--- config.mk ---
export PLATFORM = sky130hd
export DESIGN_NAME = i2c_slave_command_queue_top
export DESIGN_NICKNAME = d
export VERILOG_FILES = /design/src/rtl/i2cq_pkg.sv /design/src/rtl/i2cq_slot_ram.sv /design/src/rtl/i2c_slave_command_queue_top.sv
export SDC_FILE = /design/constraint.sdc
export NUM_CORES = 1
export LEC_CHECK = 0
export ABC_AREA = 1
export ABC_CLOCK_PERIOD_IN_PS = 5040
export BUFFER_PORTS_ARGS = -buffer_cell sky130_fd_sc_hd__buf_2
export CAP_MARGIN = 20
export CELL_PAD_IN_SITES_DETAIL_PLACEMENT = 0
export CELL_PAD_IN_SITES_GLOBAL_PLACEMENT = 1
export CORE_MARGIN = 2
export CORE_UTILIZATION = 50
export CTS_BUF_LIST = sky130_fd_sc_hd__clkbuf_16
export CTS_CLUSTER_SIZE = 25
export DETAILED_ROUTE_END_ITERATION = 8
export PLACE_DENSITY_LB_ADDON = 0.1
export SYNTH_ARGS = -nofsm -noshare
export SYNTH_HDL_FRONTEND = slang
export SYNTH_HIERARCHICAL = 1
export SYNTH_SLANG_ARGS = --single-unit
--- constraint.sdc ---
create_clock -name clk -period 5.04 [get_ports clk]
set_clock_uncertainty 0.2 [all_clocks]
set_input_delay 0 -clock clk [delete_from_list [all_inputs] [get_ports clk]]
set_output_delay 0 -clock clk [all_outputs]
set_load 0.02 [all_outputs]
--- src/rtl/i2cq_pkg.sv ---
// Package with the beat types and constants of the I2C slave command queue.
package i2cq_pkg;

  localparam int DEFAULT_QUEUE_DEPTH = 16;
  localparam int SLOT_BYTES          = 5;
  localparam int SLOT_W              = 8 * SLOT_BYTES;
  localparam int STAGE_W             = 3;

  localparam logic [2:0] REQ_ADDR_WRITE = 3'd0;
  localparam logic [2:0] REQ_ADDR_READ  = 3'd1;
  localparam logic [2:0] REQ_DATA_BYTE  = 3'd2;
  localparam logic [2:0] REQ_TX_ACK     = 3'd3;
  localparam logic [2:0] REQ_TX_NACK    = 3'd4;
  localparam logic [2:0] REQ_POP        = 3'd5;

  typedef struct packed {
    logic [2:0] req_type;
    logic [7:0] data_byte;
  } in_beat_t;

  typedef struct packed {
    logic       tx_valid;
    logic [4:0] tx_byte;
    logic       cmd_valid;
    logic [7:0] cmd_opcode;
    logic [7:0] cmd_arg_a;
    logic [7:0] cmd_arg_b;
    logic [7:0] cmd_arg_c;
    logic [7:0] cmd_arg_d;
  } out_beat_t;

endpackage

--- src/rtl/i2cq_slot_ram.sv ---
// Command slot memory with one registered read port, one write port and per-slot valid bits.
module i2cq_slot_ram #(
  parameter int DEPTH = i2cq_pkg::DEFAULT_QUEUE_DEPTH,
  parameter int IDX_W = $clog2(DEPTH)
) (
  input  logic                        clk,
  input  logic                        rst_n,
  input  logic                        rd_en,
  input  logic [IDX_W-1:0]            rd_addr,
  output logic [i2cq_pkg::SLOT_W-1:0] rd_data,
  input  logic                        wr_en,
  input  logic [IDX_W-1:0]            wr_addr,
  input  logic [i2cq_pkg::SLOT_W-1:0] wr_data
);

  logic [i2cq_pkg::SLOT_W-1:0] mem [DEPTH];
  logic [DEPTH-1:0]            vld_r;
  logic [i2cq_pkg::SLOT_W-1:0] rd_data_r;
  logic                        rd_hit_r;

  always_ff @(posedge clk) begin
    if (wr_en) begin
      mem[wr_addr] <= wr_data;
    end
    if (rd_en) begin
      rd_data_r <= mem[rd_addr];
    end
  end

  // A slot that was never written since reset reads as zero.
  always_ff @(posedge clk) begin
    if (!rst_n) begin
      vld_r    <= '0;
      rd_hit_r <= 1'b0;
    end else begin
      if (wr_en) begin
        vld_r[wr_addr] <= 1'b1;
      end
      if (rd_en) begin
        rd_hit_r <= vld_r[rd_addr];
      end
    end
  end

  assign rd_data = rd_hit_r ? rd_data_r : '0;

endmodule

--- src/rtl/i2c_slave_command_queue_top.sv ---
// Top level of the I2C slave command queue: control, pointers, slot memory and result register.
// Each event is accepted in ST_IDLE, where the accept cycle issues the slot read; ST_EXEC then
// applies the event and loads the result register from the registered slot memory read.
// A new event is taken only once the last one has completed; a waiting result holds ST_EXEC.
// Synchronous reset clears pointers, count, stage and slot valid bits,
// so every slot reads as zero after reset without a clearing pass.
module i2c_slave_command_queue_top #(
  parameter int QUEUE_DEPTH = i2cq_pkg::DEFAULT_QUEUE_DEPTH
) (
  input  logic                clk,
  input  logic                rst_n,
  input  logic                in_valid,
  output logic                in_ready,
  input  i2cq_pkg::in_beat_t  in_data,
  output logic                out_valid,
  input  logic                out_ready,
  output i2cq_pkg::out_beat_t out_data
);

  localparam int IDX_W = $clog2(QUEUE_DEPTH);
  localparam int CNT_W = $clog2(QUEUE_DEPTH + 1);
  localparam logic [IDX_W-1:0] LAST_IDX = IDX_W'(QUEUE_DEPTH - 1);
  localparam logic [CNT_W-1:0] FULL_CNT = CNT_W'(QUEUE_DEPTH);

  typedef enum logic [1:0] {
    ST_IDLE = 2'b01,
    ST_EXEC = 2'b10
  } state_t;

  state_t state_r, state_nxt;

  // Pointers, occupancy and the byte position inside the open slot.
  logic [IDX_W-1:0] wr_idx_r, wr_idx_nxt;
  logic [IDX_W-1:0] rd_idx_r, rd_idx_nxt;
  logic [CNT_W-1:0] occ_r, occ_nxt;
  logic [i2cq_pkg::STAGE_W-1:0] stage_r, stage_nxt;

  // The accepted event, held while it is applied.
  i2cq_pkg::in_beat_t req_r;

  // Result register that parts the input side from the consumer.
  logic                out_valid_r, out_valid_nxt;
  i2cq_pkg::out_beat_t out_data_r, out_data_nxt;

  logic                        in_fire;
  logic                        exec_fire;
  logic [IDX_W-1:0]            rd_addr;
  logic [i2cq_pkg::SLOT_W-1:0] slot_rd;
  logic [i2cq_pkg::SLOT_W-1:0] slot_wr;
  logic                        mem_wr_en;

  function automatic logic [IDX_W-1:0] next_idx(input logic [IDX_W-1:0] i);
    next_idx = (i == LAST_IDX) ? '0 : i + 1'b1;
  endfunction

  assign in_ready  = (state_r == ST_IDLE);
  assign in_fire   = in_valid && in_ready;
  // The execute state completes once the result register is free or being emptied.
  assign exec_fire = (state_r == ST_EXEC) && (!out_valid_r || out_ready);

  // A pop reads the slot the read pointer moves to; every other event reads the open slot,
  // which a data byte modifies and writes back. The FSM keeps one event in flight, so the
  // write back always lands before the next read is issued and no forwarding is needed.
  assign rd_addr = (in_data.req_type == i2cq_pkg::REQ_POP) ? next_idx(rd_idx_r) : wr_idx_r;

  i2cq_slot_ram #(
    .DEPTH (QUEUE_DEPTH),
    .IDX_W (IDX_W)
  ) u_slot_ram (
    .clk     (clk),
    .rst_n   (rst_n),
    .rd_en   (in_fire),
    .rd_addr (rd_addr),
    .rd_data (slot_rd),
    .wr_en   (mem_wr_en),
    .wr_addr (wr_idx_r),
    .wr_data (slot_wr)
  );

  always_comb begin
    state_nxt = state_r;
    unique case (state_r)
      ST_IDLE: begin
        if (in_fire) begin
          state_nxt = ST_EXEC;
        end
      end
      ST_EXEC: begin
        if (exec_fire) begin
          state_nxt = ST_IDLE;
        end
      end
      default: state_nxt = ST_IDLE;
    endcase
  end

  // Apply the held event. Nothing changes unless the execute state completes.
  always_comb begin
    wr_idx_nxt   = wr_idx_r;
    rd_idx_nxt   = rd_idx_r;
    occ_nxt      = occ_r;
    stage_nxt    = stage_r;
    mem_wr_en    = 1'b0;
    slot_wr      = slot_rd;
    out_data_nxt = out_data_r;

    for (int j = 0; j < i2cq_pkg::SLOT_BYTES; j++) begin
      if (stage_r == i2cq_pkg::STAGE_W'(j)) begin
        slot_wr[8*j +: 8] = req_r.data_byte;
      end
    end

    if (exec_fire) begin
      out_data_nxt = '0;
      if (req_r.req_type == i2cq_pkg::REQ_POP) begin
        // Popping an empty queue gives an all-zero result.
        if (occ_r != '0) begin
          occ_nxt                 = occ_r - 1'b1;
          rd_idx_nxt              = next_idx(rd_idx_r);
          out_data_nxt.cmd_valid  = 1'b1;
          out_data_nxt.cmd_opcode = slot_rd[7:0];
          out_data_nxt.cmd_arg_a  = slot_rd[15:8];
          out_data_nxt.cmd_arg_b  = slot_rd[23:16];
          out_data_nxt.cmd_arg_c  = slot_rd[31:24];
          out_data_nxt.cmd_arg_d  = slot_rd[39:32];
        end
      end else if (occ_r != FULL_CNT) begin
        // A full queue ignores every bus event.
        case (req_r.req_type) inside
          i2cq_pkg::REQ_ADDR_WRITE: begin
            stage_nxt  = '0;
            occ_nxt    = occ_r + 1'b1;
            wr_idx_nxt = next_idx(wr_idx_r);
          end
          i2cq_pkg::REQ_ADDR_READ, i2cq_pkg::REQ_TX_ACK: begin
            out_data_nxt.tx_valid = 1'b1;
            out_data_nxt.tx_byte  = 5'(occ_r);
          end
          i2cq_pkg::REQ_DATA_BYTE: begin
            // Bytes beyond the fifth are dropped until the next address-write.
            if (stage_r < i2cq_pkg::STAGE_W'(i2cq_pkg::SLOT_BYTES)) begin
              mem_wr_en = 1'b1;
              stage_nxt = stage_r + 1'b1;
            end
          end
          default: begin
            // Transmit NACK and undefined codes change nothing.
          end
        endcase
      end
    end
  end

  always_comb begin
    out_valid_nxt = out_valid_r;
    if (exec_fire) begin
      out_valid_nxt = 1'b1;
    end else if (out_ready) begin
      out_valid_nxt = 1'b0;
    end
  end

  always_ff @(posedge clk) begin
    if (!rst_n) begin
      state_r     <= ST_IDLE;
      wr_idx_r    <= '0;
      rd_idx_r    <= '0;
      occ_r       <= '0;
      stage_r     <= '0;
      out_valid_r <= 1'b0;
    end else begin
      state_r     <= state_nxt;
      wr_idx_r    <= wr_idx_nxt;
      rd_idx_r    <= rd_idx_nxt;
      occ_r       <= occ_nxt;
      stage_r     <= stage_nxt;
      out_valid_r <= out_valid_nxt;
    end
  end

  always_ff @(posedge clk) begin
    if (in_fire) begin
      req_r <= in_data;
    end
    out_data_r <= out_data_nxt;
  end

  assign out_valid = out_valid_r;
  assign out_data  = out_data_r;

  // The count never passes the queue depth.
  a_occ_bound: assert property (@(posedge clk) disable iff (!rst_n)
    occ_r <= FULL_CNT)
    else $error("occupancy exceeds queue depth");

  // The byte position never passes the slot size.
  a_stage_bound: assert property (@(posedge clk) disable iff (!rst_n)
    stage_r <= i2cq_pkg::STAGE_W'(i2cq_pkg::SLOT_BYTES))
    else $error("byte stage exceeds slot size");

  // A completed pop on a nonempty queue lowers the count by one and shows a command.
  a_pop_count: assert property (@(posedge clk) disable iff (!rst_n)
    (exec_fire && req_r.req_type == i2cq_pkg::REQ_POP && occ_r != '0) |=>
      (occ_r == $past(occ_r) - 1'b1) && out_valid && out_data.cmd_valid)
    else $error("pop did not update count or result");

  // A result never carries both a count and a command.
  a_one_kind: assert property (@(posedge clk) disable iff (!rst_n)
    out_valid |-> !(out_data.tx_valid && out_data.cmd_valid))
    else $error("result carries both a count and a command");

endmodule
* After elaboration in Yosys (flattened, before gate mapping) *
Memories as Yosys holds them, arrays and structs flattened. A register that Yosys moved wholly into a read port is not among the register bits.
Cells that the tools add are included.

word-level totals
  bits in registers = 94
  memory bits (writable) = 640
  input port bits = 15
  output and inout port bits = 49
  logic and storage cells = 109
  memories = 1

memories
  memory          words  bits a word  read ports  clocked after memory_dff  wr ports  RTL line             RTL
  u_slot_ram.mem  16     40           1           1                         1         i2cq_slot_ram.sv:16  logic [i2cq_pkg::SLOT_W-1:0] mem [DEPTH];

operators by class
  $add $sub $neg = 5
  $lt $le $gt $ge = 4
  equality and inequality tests = 18
  muxes and demuxes = 37
  bitwise gates (word level) = 4
  reduce and logical (&&, ||, !) cells = 22

operator list
  cell                                                count
  2-to-1 mux 41 bit                                   1
  2-to-1 mux 40 bit                                   1
  2-to-1 mux 8 bit                                    5
  2-to-1 mux 5 bit                                    4
  bitwise OR 16 bit                                   1
  2-to-1 mux 1 bit                                    13
  == test 3 x 2 -> 1 bit, second input constant       4
  2-to-1 mux 3 bit                                    4
  2-to-1 mux 4 bit                                    3
  < comparator 4 x 5 -> 1 bit, second input constant  2
  nonzero test 2 bit                                  5
  == test 3 bit, second input constant                3
  adder 4 x 1 -> 4 bit, second input constant         2
  == test 4 bit, second input constant                2
  AND reduction 4 bit                                 2
  == test 3 x 1 -> 1 bit, second input constant       2
  logical NOT 3 bit                                   2
  2-to-1 mux 6 bit                                    1
  AND reduction 6 bit                                 1
  adder 5 x 1 -> 5 bit, second input constant         1
  != test 5 bit, second input constant                1
  nonzero test 5 bit                                  1
  subtractor 5 x 1 -> 5 bit, second input constant    1
  binary-select mux 1 bit (select 4 bit)              1
  19 further kinds                                    27

* Logic depth before layout (Yosys ltp) *
  depth after elaboration = 10
  mapped depth = 15
  gate-level depth less buffers = 13

* Modules after synthesis *
The synthesis kept the hierarchy.

by module, submodules not included
  module                       instances  cells each  area an instance (µm²)  sequential area each (µm²)
  i2cq_slot_ram                1          2083        27224.9                 20759.9
  i2c_slave_command_queue_top  1          415         3776.1                  2122.0

* Worst setup path before layout *
Ideal clock, no wire load.

  path type = register to register
  start = register out_valid_r (netlist: out_valid)
  end = memory u_slot_ram/mem[11][0] (netlist name) (enable)
  library setup time = 439 ps
  arrival = 3520 ps
  required time = 4401 ps
  path slack = 881 ps
  cell stages (with the launch flop) = 12
  buffers on the path = 0
  clock period less this slack = 4159 ps
  cells stage by stage = dfxtp_1 -> inv_1 -> nor2_4 -> nor2_8 -> nand2_2 -> nor2_4 -> inv_2 -> nor2_1 -> inv_1 -> nor3_1 -> inv_1 -> nor2_1

on the way
  cells in the longest elaborated chain, start to end = 6

ends and longest elaborated chain
  element                                 RTL line                            RTL
  start: declaration                      i2c_slave_command_queue_top.sv:42   logic out_valid_r, out_valid_nxt;
  start signal: assignment                i2c_slave_command_queue_top.sv:177  out_valid_r <= out_valid_nxt;
  logical NOT 1 bit                       i2c_slave_command_queue_top.sv:59   assign exec_fire = (state_r == ST_EXEC) && (!out_valid_r || out_ready);
  logical OR 1 bit                        i2c_slave_command_queue_top.sv:59
  logical AND 1 bit                       i2c_slave_command_queue_top.sv:59
  net exec_fire                           i2c_slave_command_queue_top.sv:46   logic exec_fire;
  2-to-1 mux 1 bit                        i2c_slave_command_queue_top.sv:113  if (exec_fire) begin
  net mem_wr_en                           i2c_slave_command_queue_top.sv:50   logic mem_wr_en;
  2-to-1 mux 1 bit                        i2cq_slot_ram.sv:22                 if (wr_en) begin
  2-to-1 mux 1 bit (not written as such)  i2cq_slot_ram.sv:23                 mem[wr_addr] <= wr_data;
  end: declaration                        i2cq_slot_ram.sv:16

The timed path passes the listed nets, and every way through them passes these cells.

* Final worst setup path *
  start = register rd_idx_r[0]
  end = register u_slot_ram/rd_data_r[16] (netlist name), read port of u_slot_ram.mem, data pin

on the way
  cells in the longest elaborated chain, start to end = 3
  elaborated cells between the ends (all ways) = 4
  classes of those cells = add/sub (1); eq/ne (1); mux (2)

ends and longest elaborated chain
  element                                                       RTL line                            RTL
  start: declaration                                            i2c_slave_command_queue_top.sv:34   logic [IDX_W-1:0] rd_idx_r, rd_idx_nxt;
  start signal: assignment                                      i2c_slave_command_queue_top.sv:174  rd_idx_r <= rd_idx_nxt;
  adder 4 x 1 -> 4 bit / == test 4 bit (equally long branches)  i2c_slave_command_queue_top.sv:53   next_idx = (i == LAST_IDX) ? '0 : i + 1'b1;
  2-to-1 mux 4 bit (*)                                          i2c_slave_command_queue_top.sv:53
  2-to-1 mux 4 bit (*)                                          i2c_slave_command_queue_top.sv:64   assign rd_addr = (in_data.req_type == i2cq_pkg::REQ_POP) ? next_idx(rd_idx_r) : wr_idx_r;
  net rd_addr[0]                                                i2c_slave_command_queue_top.sv:47   logic [IDX_W-1:0] rd_addr;
  end: declaration                                              i2cq_slot_ram.sv:18                 logic [i2cq_pkg::SLOT_W-1:0] rd_data_r;

Mark *: on every way through the listed nets, which the timed path passes. The rest lies on a longest branch.
A chain may end at the register's enable or synchronous reset.

==> impl_metrics.env <==
export IMPL_hold_path_depth=4
export IMPL_cts_tree="built"
export IMPL_p_per_area_nw_per_um2=380
export IMPL_avgViaCountPerCell=5.73
export IMPL_final_layout_size_suffix_gt1_frac=0.114
export IMPL_worst_pin_slew_ps=1050
export IMPL_nFillCells=4985
export IMPL_netlist_area_sq_um=31000
export IMPL_boundaryPins=64
export IMPL_grt_first_pass_wirelength_um=123000
export IMPL_yosysUniqueCellTypes=38
export IMPL_fin_setup_tns_ps=0
export IMPL_reg2reg_from="rd_idx_r[0]"
export IMPL_clk_latency_ps=630
export IMPL_post_drt_wl_per_cell_um=24.0
export IMPL_grt_overflow=0
export IMPL_grt_max_degree=123
export IMPL_cp_required_ps=5210
export IMPL_period_minus_slack_ps=3360
export IMPL_gr_max_usage_layer="met2"
export IMPL_final_common_cell="edfxtp_1"
export IMPL_dp_worst_setup_slack_ps=1710
export IMPL_core_sq_um=61500
export IMPL_critPathMaxFanout=122
export IMPL_reg2regPathDepth=12
export IMPL_cp_arrival_ps=3530
export IMPL_rsz0062_at_grt="no"
export IMPL_cts_buffers=81
export IMPL_fin_ws_ps=1680
export IMPL_max_cap_violations=0
export IMPL_die_w_um=253
export IMPL_crit_type="flip-flop to flip-flop"
export IMPL_setup_worst_path_end_class="flip-flop"
export IMPL_drcViolationCount=0
export IMPL_yosysWarnings=6
export IMPL_outcome="finished, final reports clean"
export IMPL_cts_hold_buf=26
export IMPL_hold_class="input port to flip-flop"
export IMPL_ir_drop_mv=0.267
export IMPL_dp_hpwl_um=40700
export IMPL_period_share=0.667
export IMPL_postCtsSetupBuffers=0
export IMPL_dieHeight_um=253
export IMPL_max_stage_delay_ps=590
export IMPL_finalWirelength_um=83200
export IMPL_setup_viol=0
export IMPL_syn_nets=2524
export IMPL_crit_buf_inv=2
export IMPL_drtAntennaViolNets=0
export IMPL_drv_slew=0
export IMPL_slowest_stage="o21ai_4"
export IMPL_met2_usage=0.422
export IMPL_use_met3=0.0397
export IMPL_cp_startpoint="rd_idx_r[0]"
export IMPL_final_nets=2626
export IMPL_clock_sinks=774
export IMPL_cp_top_family="compound AO/OA/AOI/OAI gates"
export IMPL_ff_latch_area_sq_um=22900
export IMPL_relSlewSlack=0.302
export IMPL_grt_pass1_vias=19100
export IMPL_postCtsResizedCells=0
export IMPL_drtIter0Drc=1855
export IMPL_cts_root_buffer_cell="clkbuf_16"
export IMPL_worstPathCellList="ha_1 -> nand2_1 -> o21bai_1 -> o21ai_4 -> inv_8 -> buf_4 -> nor2_1 -> nor2_1 -> o21ai_0 -> o211ai_1 -> nand3_1 -> nand2_1"
export IMPL_grtUsageMet1=0.371
export IMPL_dieArea_sq_um=64000
export IMPL_dr_pass1_iters=5
export IMPL_mostFrequentLayoutCells="edfxtp_1, nor2_1, o21ai_0"
export IMPL_antenna_found_initial=1
export IMPL_port_buffers=63
export IMPL_synth_seq_cells=774
export IMPL_hold_end="occ_r[1]"
export IMPL_initial_core_util=0.504
export IMPL_worstReg2RegEnd="u_slot_ram/rd_data_r[16]"
export IMPL_max_freq_mhz=297
export IMPL_area_growth_syn_to_layout_pct=14.1
export IMPL_avgSynthCellArea_sq_um=12.4
export IMPL_finalHoldViolCount=0
export IMPL_clk_pin_slew_ps=60
export IMPL_fp_row_count=91
export IMPL_clockBufferDepth=3
export IMPL_worstSetupStartpointType="flip-flop"
export IMPL_p_leak_nw=12.1
export IMPL_via_count=19800
export IMPL_worstHoldStart="rst_n"
export IMPL_cts_max_level=3
export IMPL_grt_use_total=0.262
export IMPL_synthCells=2498
export IMPL_place_congestion=0.773
export IMPL_yosysSeqAreaShare=0.738
export IMPL_reg2reg_slack_ps=1680
export IMPL_multi_input_area_sq_um=7100
==> area by class of cell <==
cell class | count | area share
Sequential cell | 774 | 0.647
Inverter | 134 | 0.0145
Clock buffer | 84 | 0.0594
Multi-Input combinational cell | 1440 | 0.201
Antenna cell | 2 | 0.000141
Tap cell | 790 | 0.0279
Timing Repair Buffer | 169 | 0.0378
Clock inverter | 66 | 0.0126
==> power by group <==
group          leakage [nW]  total [W]  switching, W  internal (W)
Sequential             7.08    0.00711     0.0000241       0.00709
Clock                  1.35    0.00575       0.00244       0.00332
Combinational          3.70   0.000569      0.000411      0.000158
==> state kept, by name, summed over array words and instances (netlist names) <==
signal,flops
out_valid,1
wr_idx_r,4
state_r,2
out_data,47
u_slot_ram/rd_hit_r,1
u_slot_ram/vld_r,16
occ_r,5
rd_idx_r,4
u_slot_ram/mem,640
u_slot_ram/rd_data_r,40
stage_r,3
req_r,11
==> tightest hold or removal path, stage by stage <==
cell,delay (ps)
dlygate4sd3_1,530
buf_2,220
nand2_1,100
nor2_1,30
==> cell families (layout without fill, tap and decap cells) <==
logic type / after synthesis / in the layout / share of synthesized area
multiplexers: 1 / 1 / 0.000363
AO/OA/AOI/OAI: 549 / 549 / 0.103
adder cells (fa/ha/maj): 11 / 11 / 0.00468
flip-flops: 774 / 774 / 0.738
XOR/XNOR: 4 / 4 / 0.00113
buffers and inverters: 284 / 453 / 0.0380
AND/OR/NAND/NOR: 875 / 875 / 0.115
other: 0 / 2 / 0
==> cells in the mapped netlist (all sizes together) <==
| library cell | n | share of area |
|---|---|---|
| edfxtp | 738 | 0.71 |
| nor2 | 579 | 0.072 |
| o21ai | 370 | 0.060 |
| nand2 | 174 | 0.022 |
| o211ai | 138 | 0.033 |
| inv | 133 | 0.016 |
| nand3 | 110 | 0.018 |
| clkbuf | 83 | 0.010 |
| buf | 67 | 0.012 |
| dfxtp | 36 | 0.023 |
| o221ai | 22 | 0.0062 |
| a21oi | 15 | 0.0025 |
| ha | 10 | 0.0040 |
| nor3 | 6 | 0.00097 |
| nand3b | 3 | 0.00073 |
| xor2 | 3 | 0.00085 |
| nand4 | 2 | 0.00061 |
| o21a | 2 | 0.00048 |
| a31oi | 1 | 0.00020 |
| and2 | 1 | 0.00020 |
| clkinv | 1 | 0.00016 |
| fa | 1 | 0.00065 |
| mux2 | 1 | 0.00036 |
| o21bai | 1 | 0.00024 |
| xnor2 | 1 | 0.00028 |
==> metrics by stage <==
stage          total power, W  cells  hold slack [ps]  utilization  area [sq um]
6_report               0.0134   3459              118        0.575         35400
5_1_grt                0.0138   3457              134        0.575         35400
4_1_cts                0.0135   3457             94.4        0.575         35400
3_5_place_dp          0.00780   3281            -21.6        0.530         32600
3_3_place_gp          0.00779   3281            -23.3        0.530         32600
2_1_floorplan         0.00759   2498             -101            -         31000
==> worst max-delay path by stage <==
| stage | depth (start not counted) | end | slack, ps |
|---|---|---|---|
| after floorplan | 11 | u_slot_ram/mem[11][0] | 880 |
| after global placement | 10 | u_slot_ram/rd_data_r[16] | 1760 |
| after detailed placement | 12 | u_slot_ram/rd_data_r[11] | 1710 |
| after CTS | 12 | u_slot_ram/rd_data_r[11] | 1680 |
| after global routing | 12 | u_slot_ram/rd_data_r[29] | 1420 |
| final | 12 | u_slot_ram/rd_data_r[16] | 1680 |
==> metal layers <==
| metal | up-vias | routed length (um) |
|---|---|---|
| li1 | 9146 | - |
| met5 | - | 0 |
| met4 | 0 | 1990 |
| met3 | 135 | 4920 |
| met2 | 661 | 39100 |
| met1 | 9893 | 37100 |
Power figures use the tool's default switching activity.
